## src/rtl/rita_pkg.sv

```systemverilog
// ----------------------------------------------------------------------------
// rita_pkg
// types, constants and helpers of the radix integer to ascii block
// ----------------------------------------------------------------------------
package rita_pkg;

  localparam int unsigned StoreDepth = 64;
  localparam int unsigned AddrW      = 6;
  localparam int unsigned DigitW     = 6;
  localparam int unsigned CountW     = 7;
  localparam int unsigned CharW      = 7;

  localparam logic [DigitW-1:0] BASE_MIN      = 6'd2;
  localparam logic [DigitW-1:0] BASE_MAX      = 6'd36;
  localparam logic [DigitW-1:0] DECIMAL_LIMIT = 6'd10;
  localparam logic [CharW-1:0]  CHAR_ZERO     = 7'd48;
  localparam logic [CharW-1:0]  CHAR_LETTER_A = 7'd65;

  typedef struct packed {
    logic [63:0]       value;
    logic [DigitW-1:0] base;
  } in_t;

  typedef struct packed {
    logic [CharW-1:0] digit_char;
    logic             last;
  } out_t;

  typedef struct packed {
    logic              start;
    logic [DigitW-1:0] divisor;
  } div_req_t;

  typedef struct packed {
    logic              done;
    logic [DigitW-1:0] remainder;
  } div_rsp_t;

  typedef enum logic [2:0] {
    S_IDLE,
    S_START,
    S_DIV,
    S_READ,
    S_SHOW
  } state_e;

  function automatic logic [CharW-1:0] digit_to_ascii(input logic [DigitW-1:0] d);
    logic [CharW-1:0] dx;
    dx = {1'b0, d};
    if (d < DECIMAL_LIMIT) begin
      return dx + CHAR_ZERO;
    end
    return dx - {1'b0, DECIMAL_LIMIT} + CHAR_LETTER_A;
  endfunction

endpackage

```

## src/rtl/rita_divider.sv

```systemverilog
// ----------------------------------------------------------------------------
// rita_divider
// restoring shift-subtract divider, one quotient bit per cycle
// ----------------------------------------------------------------------------
module rita_divider #(
  parameter int unsigned W = 64
) (
  input  logic              clk_i,
  input  logic              rst_ni,
  input  rita_pkg::div_req_t req_i,
  input  logic [W-1:0]      dividend_i,
  output rita_pkg::div_rsp_t rsp_o,
  output logic [W-1:0]      quotient_o
);
  import rita_pkg::*;

  localparam int unsigned CntW = (W > 1) ? $clog2(W) : 1;

  logic [W-1:0]      quo_q, quo_d;
  logic [DigitW-1:0] rem_q, rem_d;
  logic [DigitW-1:0] div_q, div_d;
  logic [CntW-1:0]   cnt_q, cnt_d;
  logic              busy_q, busy_d;
  logic              done_q, done_d;

  logic [DigitW:0]   trial;
  logic [DigitW:0]   dv;
  logic              ge;

  assign trial = {rem_q, quo_q[W-1]};
  assign dv    = {1'b0, div_q};
  assign ge    = (trial >= dv);

  always_comb begin
    quo_d  = quo_q;
    rem_d  = rem_q;
    div_d  = div_q;
    cnt_d  = cnt_q;
    busy_d = busy_q;
    done_d = 1'b0;
    if (req_i.start) begin
      quo_d  = dividend_i;
      rem_d  = '0;
      div_d  = req_i.divisor;
      cnt_d  = '0;
      busy_d = 1'b1;
    end else if (busy_q) begin
      // trial subtract of the divisor from the shifted partial remainder
      rem_d = ge ? DigitW'(trial - dv) : trial[DigitW-1:0];
      quo_d = {quo_q[W-2:0], ge};
      cnt_d = cnt_q + 1'b1;
      if (cnt_q == CntW'(W - 1)) begin
        busy_d = 1'b0;
        done_d = 1'b1;
      end
    end
  end

  always_ff @(posedge clk_i or negedge rst_ni) begin
    if (!rst_ni) begin
      busy_q <= 1'b0;
      done_q <= 1'b0;
      cnt_q  <= '0;
    end else begin
      busy_q <= busy_d;
      done_q <= done_d;
      cnt_q  <= cnt_d;
    end
  end

  always_ff @(posedge clk_i) begin
    quo_q <= quo_d;
    rem_q <= rem_d;
    div_q <= div_d;
  end

  assign rsp_o.done      = done_q;
  assign rsp_o.remainder = rem_q;
  assign quotient_o      = quo_q;

endmodule

```

## src/rtl/rita_digit_mem.sv

```systemverilog
// ----------------------------------------------------------------------------
// rita_digit_mem
// digit store, one write and one registered read port
// ----------------------------------------------------------------------------
module rita_digit_mem (
  input  logic                       clk_i,
  input  logic                       we_i,
  input  logic [rita_pkg::AddrW-1:0] waddr_i,
  input  logic [rita_pkg::DigitW-1:0] wdata_i,
  input  logic                       re_i,
  input  logic [rita_pkg::AddrW-1:0] raddr_i,
  output logic [rita_pkg::DigitW-1:0] rdata_o
);
  import rita_pkg::*;

  logic [DigitW-1:0] mem [StoreDepth];
  logic [DigitW-1:0] rdata_q;

  always_ff @(posedge clk_i) begin
    if (we_i) begin
      mem[waddr_i] <= wdata_i;
    end
    if (re_i) begin
      rdata_q <= mem[raddr_i];
    end
  end

  assign rdata_o = rdata_q;

endmodule

```

## src/rtl/radix_integer_to_ascii.sv

```systemverilog
// ----------------------------------------------------------------------------
// radix_integer_to_ascii
// converts an unsigned value to ascii digits in a radix from 2 to 36
// ----------------------------------------------------------------------------
// digits: each digit takes one pass through the shared divider: a start state,
//   the shift-subtract steps, then a writeback of the remainder on done
// emission: each digit goes through a read state and a show state, since the store
//   read is registered; a new item is taken only once the previous last digit is accepted
// reset: rst_ni is asynchronous, active low; the block comes up idle and ready
// ----------------------------------------------------------------------------
module radix_integer_to_ascii #(
  parameter int unsigned VALUE_BITS = 64
) (
  input  logic           clk_i,
  input  logic           rst_ni,
  input  logic           in_valid_i,
  output logic           in_ready_o,
  input  rita_pkg::in_t  in_data_i,
  output logic           out_valid_o,
  input  logic           out_ready_i,
  output rita_pkg::out_t out_data_o
);
  import rita_pkg::*;

  // sequencer state
  state_e state_q, state_d;

  // running quotient, clamped radix, digit count, emission pointer
  logic [VALUE_BITS-1:0] quot_q, quot_d;
  logic [DigitW-1:0]     base_q, base_d;
  logic [CountW-1:0]     count_q, count_d;
  logic [AddrW-1:0]      emit_idx_q, emit_idx_d;

  // divider and store hookup
  div_req_t              div_req;
  div_rsp_t              div_rsp;
  logic [VALUE_BITS-1:0] div_quot;
  logic                  mem_we;
  logic                  mem_re;
  logic [DigitW-1:0]     mem_rdata;

  logic                  in_beat;
  logic                  out_beat;
  logic [DigitW-1:0]     base_clamped;
  logic                  div_final;

  assign in_beat  = in_valid_i && in_ready_o;
  assign out_beat = out_valid_o && out_ready_i;

  // radix clamp to the supported range
  always_comb begin
    base_clamped = in_data_i.base;
    if (in_data_i.base < BASE_MIN) begin
      base_clamped = BASE_MIN;
    end else if (in_data_i.base > BASE_MAX) begin
      base_clamped = BASE_MAX;
    end
  end

  // conversion stops once the quotient runs out or the store is full
  assign div_final = (div_quot == '0) || (count_q == CountW'(StoreDepth - 1));

  // next state
  always_comb begin
    state_d = state_q;
    unique case (state_q)
      S_IDLE: begin
        if (in_beat) begin
          state_d = S_START;
        end
      end
      S_START: begin
        state_d = S_DIV;
      end
      S_DIV: begin
        if (div_rsp.done) begin
          state_d = div_final ? S_READ : S_START;
        end
      end
      S_READ: begin
        state_d = S_SHOW;
      end
      S_SHOW: begin
        if (out_beat) begin
          state_d = (emit_idx_q == '0) ? S_IDLE : S_READ;
        end
      end
      default: begin
        state_d = S_IDLE;
      end
    endcase
  end

  // datapath updates and control outputs
  always_comb begin
    quot_d          = quot_q;
    base_d          = base_q;
    count_d         = count_q;
    emit_idx_d      = emit_idx_q;
    div_req.start   = 1'b0;
    div_req.divisor = base_q;
    mem_we          = 1'b0;
    mem_re          = 1'b0;
    in_ready_o      = 1'b0;
    out_valid_o     = 1'b0;
    unique case (state_q)
      S_IDLE: begin
        in_ready_o = 1'b1;
        if (in_beat) begin
          // bits above VALUE_BITS are dropped here
          quot_d  = in_data_i.value[VALUE_BITS-1:0];
          base_d  = base_clamped;
          count_d = '0;
        end
      end
      S_START: begin
        div_req.start = 1'b1;
      end
      S_DIV: begin
        if (div_rsp.done) begin
          mem_we  = 1'b1;
          quot_d  = div_quot;
          count_d = count_q + 1'b1;
          if (div_final) begin
            // most significant digit sits at the last written slot
            emit_idx_d = count_q[AddrW-1:0];
          end
        end
      end
      S_READ: begin
        mem_re = 1'b1;
      end
      S_SHOW: begin
        out_valid_o = 1'b1;
        if (out_beat && (emit_idx_q != '0)) begin
          emit_idx_d = emit_idx_q - 1'b1;
        end
      end
      default: begin
        in_ready_o = 1'b0;
      end
    endcase
  end

  always_ff @(posedge clk_i or negedge rst_ni) begin
    if (!rst_ni) begin
      state_q    <= S_IDLE;
      count_q    <= '0;
      quot_q     <= '0;
      emit_idx_q <= '0;
    end else begin
      state_q    <= state_d;
      count_q    <= count_d;
      quot_q     <= quot_d;
      emit_idx_q <= emit_idx_d;
    end
  end

  always_ff @(posedge clk_i) begin
    base_q <= base_d;
  end

  rita_divider #(
    .W (VALUE_BITS)
  ) u_divider (
    .clk_i      (clk_i),
    .rst_ni     (rst_ni),
    .req_i      (div_req),
    .dividend_i (quot_q),
    .rsp_o      (div_rsp),
    .quotient_o (div_quot)
  );

  rita_digit_mem u_digit_mem (
    .clk_i   (clk_i),
    .we_i    (mem_we),
    .waddr_i (count_q[AddrW-1:0]),
    .wdata_i (div_rsp.remainder),
    .re_i    (mem_re),
    .raddr_i (emit_idx_q),
    .rdata_o (mem_rdata)
  );

  // read data register holds through the show state, so the beat stays stable
  assign out_data_o.digit_char = digit_to_ascii(mem_rdata);
  assign out_data_o.last       = (emit_idx_q == '0);

endmodule

```

## config.mk

```make
export PLATFORM = sky130hd
export DESIGN_NAME = radix_integer_to_ascii
export DESIGN_NICKNAME = d
export VERILOG_FILES = /design/src/rtl/rita_pkg.sv /design/src/rtl/rita_divider.sv /design/src/rtl/rita_digit_mem.sv /design/src/rtl/radix_integer_to_ascii.sv
export SDC_FILE = /design/constraint.sdc
export NUM_CORES = 1
export LEC_CHECK = 0
export ABC_AREA = 0
export BUFFER_PORTS_ARGS = -buffer_cell sky130_fd_sc_hd__buf_2
export CORE_MARGIN = 1.5
export CORE_UTILIZATION = 40
export CTS_BUF_LIST = sky130_fd_sc_hd__clkbuf_8
export DETAILED_ROUTE_END_ITERATION = 8
export PLACE_DENSITY_LB_ADDON = 0.3
export SYNTH_ARGS = -nofsm -noshare
export SYNTH_HDL_FRONTEND = slang
export SYNTH_HIERARCHICAL = 1
export SYNTH_SLANG_ARGS = --single-unit
```

## constraint.sdc

```tcl
create_clock -name clk_i -period 3.5 [get_ports clk_i]
set_input_delay 0.35 -clock clk_i [delete_from_list [all_inputs] [get_ports clk_i]]
set_output_delay 0.35 -clock clk_i [all_outputs]
set_load 0.01 [all_outputs]
```

Word level (Yosys, flattened, before mapping)
Memories as Yosys holds them, arrays and structs flattened. A register that Yosys moved wholly into a read port is not among the register bits.
Cells that the tools add are included.
{"block": "word_totals", "reg_bits": 170, "latch_bits": 0, "mem_bits_rw": 384, "romBits": 0, "inputBits": 74, "output_inout_bits": 10, "wordCells": 90, "mem_count": 1}
{"block": "op_classes", "add_sub_neg": 7, "multipliers": 0, "div": 0, "magnitude_cmp": 4, "n_eq_ne": 11, "shift": 0, "mux": 39, "bitwise": 0, "reduce_logical": 16}
{"name": "u_digit_mem.mem", "depth": 64, "word_bits": 6, "rd": 1, "rd_ports_with_merged_regs": 1, "write_ports": 1, "line": "rita_digit_mem.sv:16", "text": "logic [DigitW-1:0] mem [StoreDepth];"}
{"op": "2-to-1 mux 64 bit", "count": 4}
{"op": "case mux 64 bit (2 select lines)", "count": 1}
{"op": "logical NOT 64 bit", "count": 1}
{"op": "2-to-1 mux 6 bit", "count": 7}
{"op": "2-to-1 mux 7 bit", "count": 4}
{"op": "2-to-1 mux 1 bit", "count": 15}
{"op": "case mux 3 bit (5 select lines)", "count": 1}
{"op": "case mux 7 bit (2 select lines)", "count": 1}
{"op": "case mux 6 bit (2 select lines)", "count": 1}
{"op": "2-to-1 mux 3 bit", "count": 3}
{"op": "inequality test 2 bit, second input constant", "count": 4}
{"op": "adder 6 x 6 -> 7 bit, second input constant", "count": 1}
{"op": "adder 7 x 1 -> 7 bit, second input constant", "count": 1}
{"op": "adder 7 bit, second input constant", "count": 1}
{"op": "equality test 7 x 6 -> 1 bit, second input constant", "count": 1}
{"op": ">= comparator 7 x 6 -> 1 bit", "count": 1}
{"op": "subtractor 6 x 4 -> 7 bit, second input constant", "count": 1}
{"op": "adder 6 x 1 -> 6 bit, second input constant", "count": 1}
{"op": "equality test 3 x 2 -> 1 bit, second input constant", "count": 2}
{"op": "equality test 6 bit, second input constant", "count": 1}
{"op": "> comparator 6 bit, second input constant", "count": 1}
{"op": "logical NOT 6 bit", "count": 1}
{"op": "< comparator 6 x 2 -> 1 bit, second input constant", "count": 1}
{"op": "< comparator 6 x 4 -> 1 bit, second input constant", "count": 1}
{"op": "15 further kinds", "count": 21}

Longest topological paths before layout
Gate-level depths: netlist of run 1.
{"block": "logic_depth", "word_depth": 6, "mapped_depth": 9, "ltp_nobuf": 8}

Hierarchy
Netlist of run 1, hierarchy kept.
{"mod": "rita_digit_mem", "instances": 1, "cells_per_inst": 720, "area_each_um2": 15285.9, "seq_area_each_um2": 11711.2}
{"mod": "radix_integer_to_ascii", "instances": 1, "cells_per_inst": 453, "area_each_um2": 4433.0, "seq_area_each_um2": 2182.1}
{"mod": "rita_divider", "instances": 1, "cells_per_inst": 249, "area_each_um2": 3799.9, "seq_area_each_um2": 2422.3}

Worst setup path after synthesis of run 1
Ideal clock, no wire load.
{"block": "synth_timing", "kind": "register to register", "from": "reg state_q[2]", "to": "reg u_divider.quo_q[0], in the netlist u_divider/quotient_o[0] (enable)", "setup_time_ns": 0.418, "t_arrival_ns": 3.084, "required_time_ns": 3.082, "setup_slack_ns": -0.002, "stages_incl_launch_ff": 7, "n_path_buf": 3, "synth_period_minus_slack_ns": 3.502, "path_cell_list": "dfrtp_1 -> buf_4 -> nor3b_1 -> buf_4 -> clkbuf_1 -> nor2_1 -> inv_1"}
{"item": "from (decl)", "line": "radix_integer_to_ascii.sv:26", "text": "state_e state_q, state_d;"}
{"item": "from (signal assigned)", "line": "radix_integer_to_ascii.sv:152", "text": "state_q <= state_d;"}
{"item": "to (signal assigned)", "line": "rita_divider.sv:72", "text": "quo_q <= quo_d;"}
{"item": "to (decl)", "line": "rita_divider.sv:19", "text": "logic [W-1:0] quo_q, quo_d;"}

Worst setup path after layout of run 1
{"block": "layout_timing", "from": "reg state_q[2]", "to": "mem u_digit_mem.mem[38][3] (enable)"}
{"block": "layout_between", "elab_chain_cells": 4}
{"item": "equality test 3 x 2 -> 1 bit", "line": "radix_integer_to_ascii.sv:106", "text": "unique case (state_q)"}
{"item": "2-to-1 mux 1 bit", "line": "radix_integer_to_ascii.sv:106"}
{"item": "named net mem_we", "line": "radix_integer_to_ascii.sv:38", "text": "logic mem_we;"}
{"item": "2-to-1 mux 1 bit", "line": "rita_digit_mem.sv:20", "text": "if (we_i) begin"}
{"item": "2-to-1 mux 1 bit (implied by the code)", "line": "rita_digit_mem.sv:21", "text": "mem[waddr_i] <= wdata_i;"}
{"item": "to (decl)", "line": "rita_digit_mem.sv:16"}
The timed path passes the listed nets, and every way through them passes these cells.

==> out/qor.txt, run 1 <==
Yosys Warn Count -> 6
period utilisation layout -> 85.0%
initial antenna violation count -> 2
Slew HR -> 26.1%
die area -> 60300 µm²
GRT Overall Usage -> 17.7%
Reg2Reg Depth -> 6
vias in the first global route -> 13.8k
Seq cells post-synth -> 560
Most Used Layer, Global Route -> met2
aggregate negative setup slack -> 0 ns
Initial Util -> 40.6%
total core area -> 57900 µm²
most frequent cell after synthesis -> edfxtp_1
syn nets -> 1511
minimum clock period -> 2.97 ns
Slew @ Worst Pin -> 1.11 ns
Critical Path Fanout Max -> 10
status -> completed
Fillers -> 5077
DRC errors left -> 0
Area growth, synth to finish -> 15.2%
WHS Path Cells -> 3
clock slew at reported path FFs -> 0.06 ns
met3 usage -> 4.11%
Final Hold Fails -> 0
PwrDens -> 455 nW/µm²
Hold WC Path Type -> input port to flop
Clock Latency Late Sink -> 0.66 ns
Layout Skew -> 0.0278 ns
area occupied by multi-input gates -> 6720 µm²
Reg-to-Reg End -> u_digit_mem/mem[38][3]$_DFFE_PP_
post-route ant nets -> 0
Max clock buf depth -> 3
total CTS buffers -> 88
post-cts resize count -> 0
share of layout cells above drive strength 1 -> 24.5%
DR vias -> 13.2k
Setup crit end kind -> flop
pre-CTS setup slack -> 0.588 ns
1st-iter DRT viols -> 891
final setup fails -> 0
first-pass detailed-route iteration total -> 5
met1 GRT Util -> 23.7%
clk root buf -> clkbuf_8
Final #Nets -> 1710
Die Y-Extent -> 245 µm
Synth top cells by count -> 466 x edfxtp_1, 97 x nand2_1, 96 x nor2_1
Setup CP Type -> flop to flop
Crit Reg-Reg Startpoint -> state_q[2]$_DFFE_PN0P_
PortBufs -> 83
register-to-register setup slack -> 0.53 ns
first-pass GRT wire length -> 81.2 mm
Cell Rows -> 88
dpl hpwl -> 32.1 mm
Yosys top cell by area -> edfxtp_1
largest cells by area after synthesis -> edfxtp_1 59%, dfrtp_1 9.4%, mux4_2 8.3%
GRT overflow -> 0
wire length per cell -> 21.4 µm
vias per cell -> 5.39
largest net degree at the start of global routing -> 71
Die W -> 245 µm
async set-reset flop share out of synthesis -> 15.7%
Netlist cell types -> 72
clock sinks -> 560
hold path start -> in_data_i[45]
H-tree depth -> 3
Leak -> 0.0110 µW
Data arrival, critical path -> 3.25 ns
storage element area -> 16300 µm²
top_reg_cell synth -> edfxtp_1
sequential share of the synthesized area -> 69.4%
count of final max-slew check failures -> 0
EDFF count, synth -> 466
M2 GR Usage -> 28.7%
final worst slack -> 0.527 ns
Mapped Avg Cell Area -> 16.5 µm²
Placer Congestion -> 0.816
wirelength, routed -> 52.7 mm
maximum clock rate -> 336 MHz
hold path endpoint -> quot_q[39]$_DFFE_PN0P_
I/O pin count -> 84
area share of the largest cell type after synthesis -> 59.5%
CTS tree -> done
crit path launch type -> flop
Max Cap Viol -> 0
Worst VDD drop -> 0.298 mV
CP required -> 3.78 ns
Mapped Cells -> 1422
Mapped Area -> 23500 µm²
RSZ-0062 raised after global routing -> false
[power by group]
group | internal (µW) | switching (µW)
Combinational | 84.0 | 53.6
Sequential | 7130 | 0
Clock | 2570 | 2490
Total | 9790 | 2540
[per-layer routing]
layer	wire, µm	vias up	part of all wire (%)
met5	0	-	0
met4	1160	0	2.2
met3	3160	87	6.0
met2	25400	397	48
met1	23000	6770	44
li1	-	5985	-
[kinds of logic (layout without fill, tap and decap cells)]
family,after synthesis,after routing,share of synthesized area (%)
flip-flops,560,560,69.4
AND/OR/NAND/NOR,303,303,6.07
multiplexers,254,254,16.3
AO/OA/AOI/OAI,177,177,4.75
buffers and inverters,98,367,2.15
adder cells (fa/ha/maj),16,16,0.872
XOR/XNOR,14,14,0.521
other,0,2,0
[worst max path at each step]
stage / to / slack, ns / startpoint / cells after the start
3_5_place_dp: u_digit_mem/mem[38][3]$_DFFE_PP_ / 0.59 / state_q[2]$_DFFE_PN0P_ / 6
5_1_grt: u_digit_mem/mem[38][3]$_DFFE_PP_ / 0.32 / state_q[2]$_DFFE_PN0P_ / 6
4_1_cts: out_data_o[0] / 0.43 / emit_idx_q[0]$_DFFE_PN0P_ / 5
2_1_floorplan: u_divider/quotient_o[0]$_DFFE_PP_ / 0.57 / state_q[2]$_DFFE_PN0P_ / 6
6_report: u_digit_mem/mem[38][3]$_DFFE_PP_ / 0.53 / state_q[2]$_DFFE_PN0P_ / 6
3_3_place_gp: u_digit_mem/mem[38][2]$_DFFE_PP_ / 0.73 / state_q[2]$_DFFE_PN0P_ / 6
[placed cells by master, fill, tap and decap left out, drive strengths merged, types with 7 or more instances in the layout]
| cell type | n |
|---|---|
| inv | 52 |
| nand3 | 16 |
| buf | 116 |
| o22ai | 14 |
| clkbuf | 95 |
| ha | 14 |
| nand2b | 13 |
| o21ai | 81 |
| dlygate4sd3 | 68 |
| xnor2 | 7 |
| o211ai | 7 |
| nor3 | 11 |
| a21oi | 21 |
| mux2i | 87 |
| a211oi | 9 |
| nor2 | 96 |
| nor2b | 11 |
| mux4 | 93 |
| o221ai | 14 |
| xor2 | 7 |
| clkinv | 34 |
| edfxtp | 466 |
| mux2 | 74 |
| nand2 | 97 |
| dfrtp | 88 |
| nand4 | 10 |
| nor4 | 17 |
[state kept, by name, indices dropped and copies added (netlist names)]
register / flops
u_divider/cnt_q: 6
u_divider/quotient_o: 64
u_divider/rem_q: 6
emit_idx_q: 6
state_q: 3
u_divider/busy_q: 1
base_q: 6
u_digit_mem/mem: 384
u_divider/div_q: 6
count_q: 7
quot_q: 64
u_divider/done_q: 1
u_digit_mem/rdata_o: 6
[through the flow]
step | std cells | power, µW | hold slack [ns] | utilization [%] | instance area [µm²]
6_report | 2458 | 12300 | 0.0467 | 46.8 | 27100
5_1_grt | 2458 | 12700 | 0.00678 | 46.8 | 27100
4_1_cts | 2456 | 12500 | 0.00191 | 46.8 | 27100
3_5_place_dp | 2228 | 7350 | 0.409 | 42.8 | 24800
3_3_place_gp | 2228 | 7350 | 0.411 | 42.8 | 24800
2_1_floorplan | 1422 | 7280 | 0.0544 | - | 23500
[worst max-delay path, stage by stage, from the launching register on]
cell and delay [ns]:
dfrtp_1 0.49, nor3b_2 0.26, nand2_1 0.20, inv_2 0.22, nor2b_1 0.29, nand3_1 0.53, nor2_1 0.61
[timing repair]
item                                   4_1_cts  5_1_grt
hold buffers                                68        0
setup buffers                                0        0
endpoints found under the hold margin      136        0
[area by class of cell]
type / count / area share, %
clock buffers: 95 / 4.83
multi-input cells: 764 / 24.8
inverters: 23 / 0.332
flip-flops and latches: 560 / 60.3
repair buffers: 184 / 5.15
clock inverters: 65 / 1.09
well taps: 765 / 3.53
diodes: 2 / 0.0185
Power figures use the tool's default switching activity.
==> run 2, diff against run 1 <==
- clock period: 3.5 -> 2.67 ns (I/O delays scaled with it)
==> run 2 against run 1 <==
Effect of this change:
- register-to-register slack got worse by 0.41 ns
- critical path depth unchanged
- combinational power increased by 40%
- total power increased by 36%
- sequential cell count unchanged
- final cell count increased by 3.5%
- via count increased by 1.8%
- die area unchanged
- critical endpoint is now u_digit_mem/rdata_o[4]$_DFFE_PP_
- highest routed layer unchanged
==> out/qor.txt, run 2 (same netlist as run 1, synthesis figures left out) <==
Worst VDD drop -> 0.480 mV (was 0.298 mV)
clock slew at reported path FFs -> 0.06 ns (about the same)
Setup crit end kind -> flop (unchanged)
Hold WC Path Type -> input port to async pin (was input port to flop)
Leak -> 0.0115 µW (was 0.0110 µW)
combinational share of power -> 1.2% (was 1.1%)
Area growth, synth to finish -> 19.1% (was 15.2%)
Max clock buf depth -> 3 (unchanged)
die area -> 60300 µm² (unchanged)
H-tree depth -> 3 (unchanged)
I/O pin count -> 84 (unchanged)
final setup fails -> 0 (unchanged)
total core area -> 57900 µm² (unchanged)
aggregate negative setup slack -> 0 ns (unchanged)
vias per cell -> 5.30 (was 5.39)
Die Y-Extent -> 245 µm (unchanged)
clock sinks -> 560 (unchanged)
CTS tree -> done (unchanged)
Reg2Reg Depth -> 6 (unchanged)
net load switching power -> 3420 µW (was 2540 µW)
Setup CP Type -> flop to flop (unchanged)
RSZ-0062 raised after global routing -> false (unchanged)
wire length per cell -> 20.9 µm (was 21.4 µm)
Initial Util -> 40.6% (unchanged)
slowest CP cell -> dfrtp_4 (was nor2_1)
status -> completed (unchanged)
first-pass detailed-route iteration total -> 5 (unchanged)
met3 routed WL -> 2.98 mm (was 3.16 mm)
Placer Congestion -> 0.804 (was 0.816)
Clock Latency Late Sink -> 0.67 ns (was 0.66 ns)
initial antenna violation count -> 1 (was 2)
Die W -> 245 µm (unchanged)
DRC errors left -> 0 (unchanged)
most frequent cells in the layout -> 466 x edfxtp_1, 101 x buf_4, 98 x clkbuf_8 (was 466 x edfxtp_1, 97 x nand2_1, 95 x nor2_1, 95 x clkbuf_8)
Cell Rows -> 88 (unchanged)
first-pass GRT wire length -> 83.3 mm (was 81.2 mm)
maximum clock rate -> 391 MHz (was 336 MHz)
dpl hpwl -> 33.5 mm (was 32.1 mm)
clk root buf -> clkbuf_8 (unchanged)
period utilisation layout -> 95.7% (was 85.0%)
pre-CTS setup slack -> 0.153 ns (was 0.588 ns)
Max Cap Viol -> 0 (unchanged)
Data arrival, critical path -> 2.96 ns (was 3.25 ns)
Critical Path Fanout Max -> 19 (was 10)
count of final max-slew check failures -> 0 (unchanged)
most used cell, CP -> buf_12
WL met2 -> 25.5 mm (was 25.4 mm)
Final #Nets -> 1797 (was 1710)
Worst Setup EP -> u_digit_mem/rdata_o[4]$_DFFE_PP_ (was u_digit_mem/mem[38][3]$_DFFE_PP_)
DR vias -> 13.5k (was 13.2k)
largest register by flop count -> u_digit_mem/mem (unchanged)
highest metal used -> met4 (unchanged)
clock share of power -> 43.0% (was 41.0%)
GRT overflow -> 0 (unchanged)
max reg flops -> 384 (unchanged)
Reg power frac -> 55.8% (was 57.9%)
PortBufs -> 83 (unchanged)
vias in the first global route -> 14.3k (was 13.8k)
minimum clock period -> 2.56 ns (was 2.97 ns)
Fillers -> 4936 (was 5077)
largest net degree at the start of global routing -> 67 (was 71)
Slew @ Worst Pin -> 1.15 ns (was 1.11 ns)
GRT Overall Usage -> 18.1% (was 17.7%)
crit-path cells -> buf_12, buf_12, mux4_2, o22ai_1, nor3_1, o22a_1 (was nor3b_2, nand2_1, inv_2, nor2b_1, nand3_1, nor2_1)
post-route ant nets -> 0 (unchanged)
wirelength, routed -> 53.3 mm (was 52.7 mm)
switch share -> 20.4% (was 20.6%)
Reg-to-Reg End -> u_digit_mem/rdata_o[4]$_DFFE_PP_ (was u_digit_mem/mem[38][3]$_DFFE_PP_)
total CTS buffers -> 90 (was 88)
Critical Path Start -> emit_idx_q[0]$_DFFE_PN0P_ (was state_q[2]$_DFFE_PN0P_)
CP required -> 3.08 ns (was 3.78 ns)
Layout Skew -> 0.0270 ns (was 0.0278 ns)
most common cell after layout, fill and taps aside -> edfxtp_1 (unchanged)
1st-iter DRT viols -> 989 (was 891)
Final Hold Fails -> 0 (unchanged)
Slew HR -> 23.5% (was 26.1%)
Int Pwr -> 13300 µW (was 9790 µW)
crit path launch type -> flop (unchanged)
register-to-register setup slack -> 0.11 ns (was 0.53 ns)
final worst slack -> 0.114 ns (was 0.527 ns)
Crit Reg-Reg Startpoint -> emit_idx_q[0]$_DFFE_PN0P_ (was state_q[2]$_DFFE_PN0P_)
share of layout cells above drive strength 1 -> 28.4% (was 24.5%)
PwrDens -> 598 nW/µm² (was 455 nW/µm²)
slowest stage delay, CP -> 0.59 ns (was 0.61 ns)
M1 WL -> 23.4 mm (was 23.0 mm)
## run 2: cell count changes in the layout (fill, tap and decap cells not counted), sizes merged
cell         previous run  this run
buf                   116       194
clkinv                 34        27
dlygate4sd3            68        75
bufinv                  1         5
clkinvlp                1         5
clkbuf                 95        98
diode                   2         1
inv                    52        51
## run 2: layer usage
metal	global-route usage [%]	vias up
met1	24.1	6833
met3	3.68	93
met2	29.6	393
met5	0	-
met4	6.12	0
li1	-	6164
## run 2: worst min-delay path by stage
| stage | start | endpoint | slack (ns) | cells after the start |
|---|---|---|---|---|
| after floorplan | rst_ni | count_q[0]$_DFFE_PN0P_ | -0.03 | 0 |
| final | rst_ni | quot_q[37]$_DFFE_PN0P_ | 0.23 | 2 |
| after global routing | rst_ni | quot_q[37]$_DFFE_PN0P_ | 0.27 | 2 |
| after global placement | rst_ni | quot_q[37]$_DFFE_PN0P_ | 0.37 | 1 |
| after CTS | rst_ni | quot_q[46]$_DFFE_PN0P_ | 0.19 | 2 |
| after detailed placement | rst_ni | quot_q[36]$_DFFE_PN0P_ | 0.38 | 1 |
## run 2: what timing repair did
| item | 4_1_cts | 5_1_grt |
|---|---|---|
| hold endpoints to repair | 120 | 0 |
| buffers inserted | 0 | 0 |
| gates resized for setup | 2 | 2 |
| hold buffers | 75 | 0 |
| setup endpoints to repair | 4 | 1 |
| pin swaps | 0 | 0 |
## run 2: power by group through the flow
stage | logic (µW) | registers (µW) | clock network, µW
after floorplan | 9.81 | 9530 | 0
after global placement | 107 | 9530 | 0
after detailed placement | 107 | 9530 | 0
after CTS | 193 | 9350 | 7400
after global routing | 212 | 9340 | 7790
final | 193 | 9350 | 7210
## run 2: worst max-delay path, delay by kind of cell (launching register included)
family,cells,cell delay (ns)
AOI/OAI and AO/OA,2,0.61
DFF,1,0.59
and+or+nand+nor,1,0.13
muxes,1,0.52
buffers and inverters,2,0.43
## run 2: area by class of cell
cell class              count  area [µm²]  area share (%)
clock buffers              98        1350            4.81
repair buffers            269        2140            7.64
diodes                      1        2.50         0.00893
multi-input cells         764        6730            24.0
flip-flops and latches    560       16300            58.3
inverters                  23        90.1           0.322
well taps                 765         957            3.42
clock inverters            65         413            1.47
## run 2: stage by stage
step / util [%] / hold slack [ns] / cell area, µm² / power (µW) / instances
final: 48.4 / 0.232 / 28000 / 16800 / 2545
after global routing: 48.4 / 0.268 / 28000 / 17300 / 2545
after CTS: 48.4 / 0.186 / 28000 / 16900 / 2544
after detailed placement: 44.0 / 0.379 / 25500 / 9640 / 2306
after global placement: 44.0 / 0.372 / 25500 / 9640 / 2306
after floorplan: - / -0.0286 / 23500 / 9540 / 1422
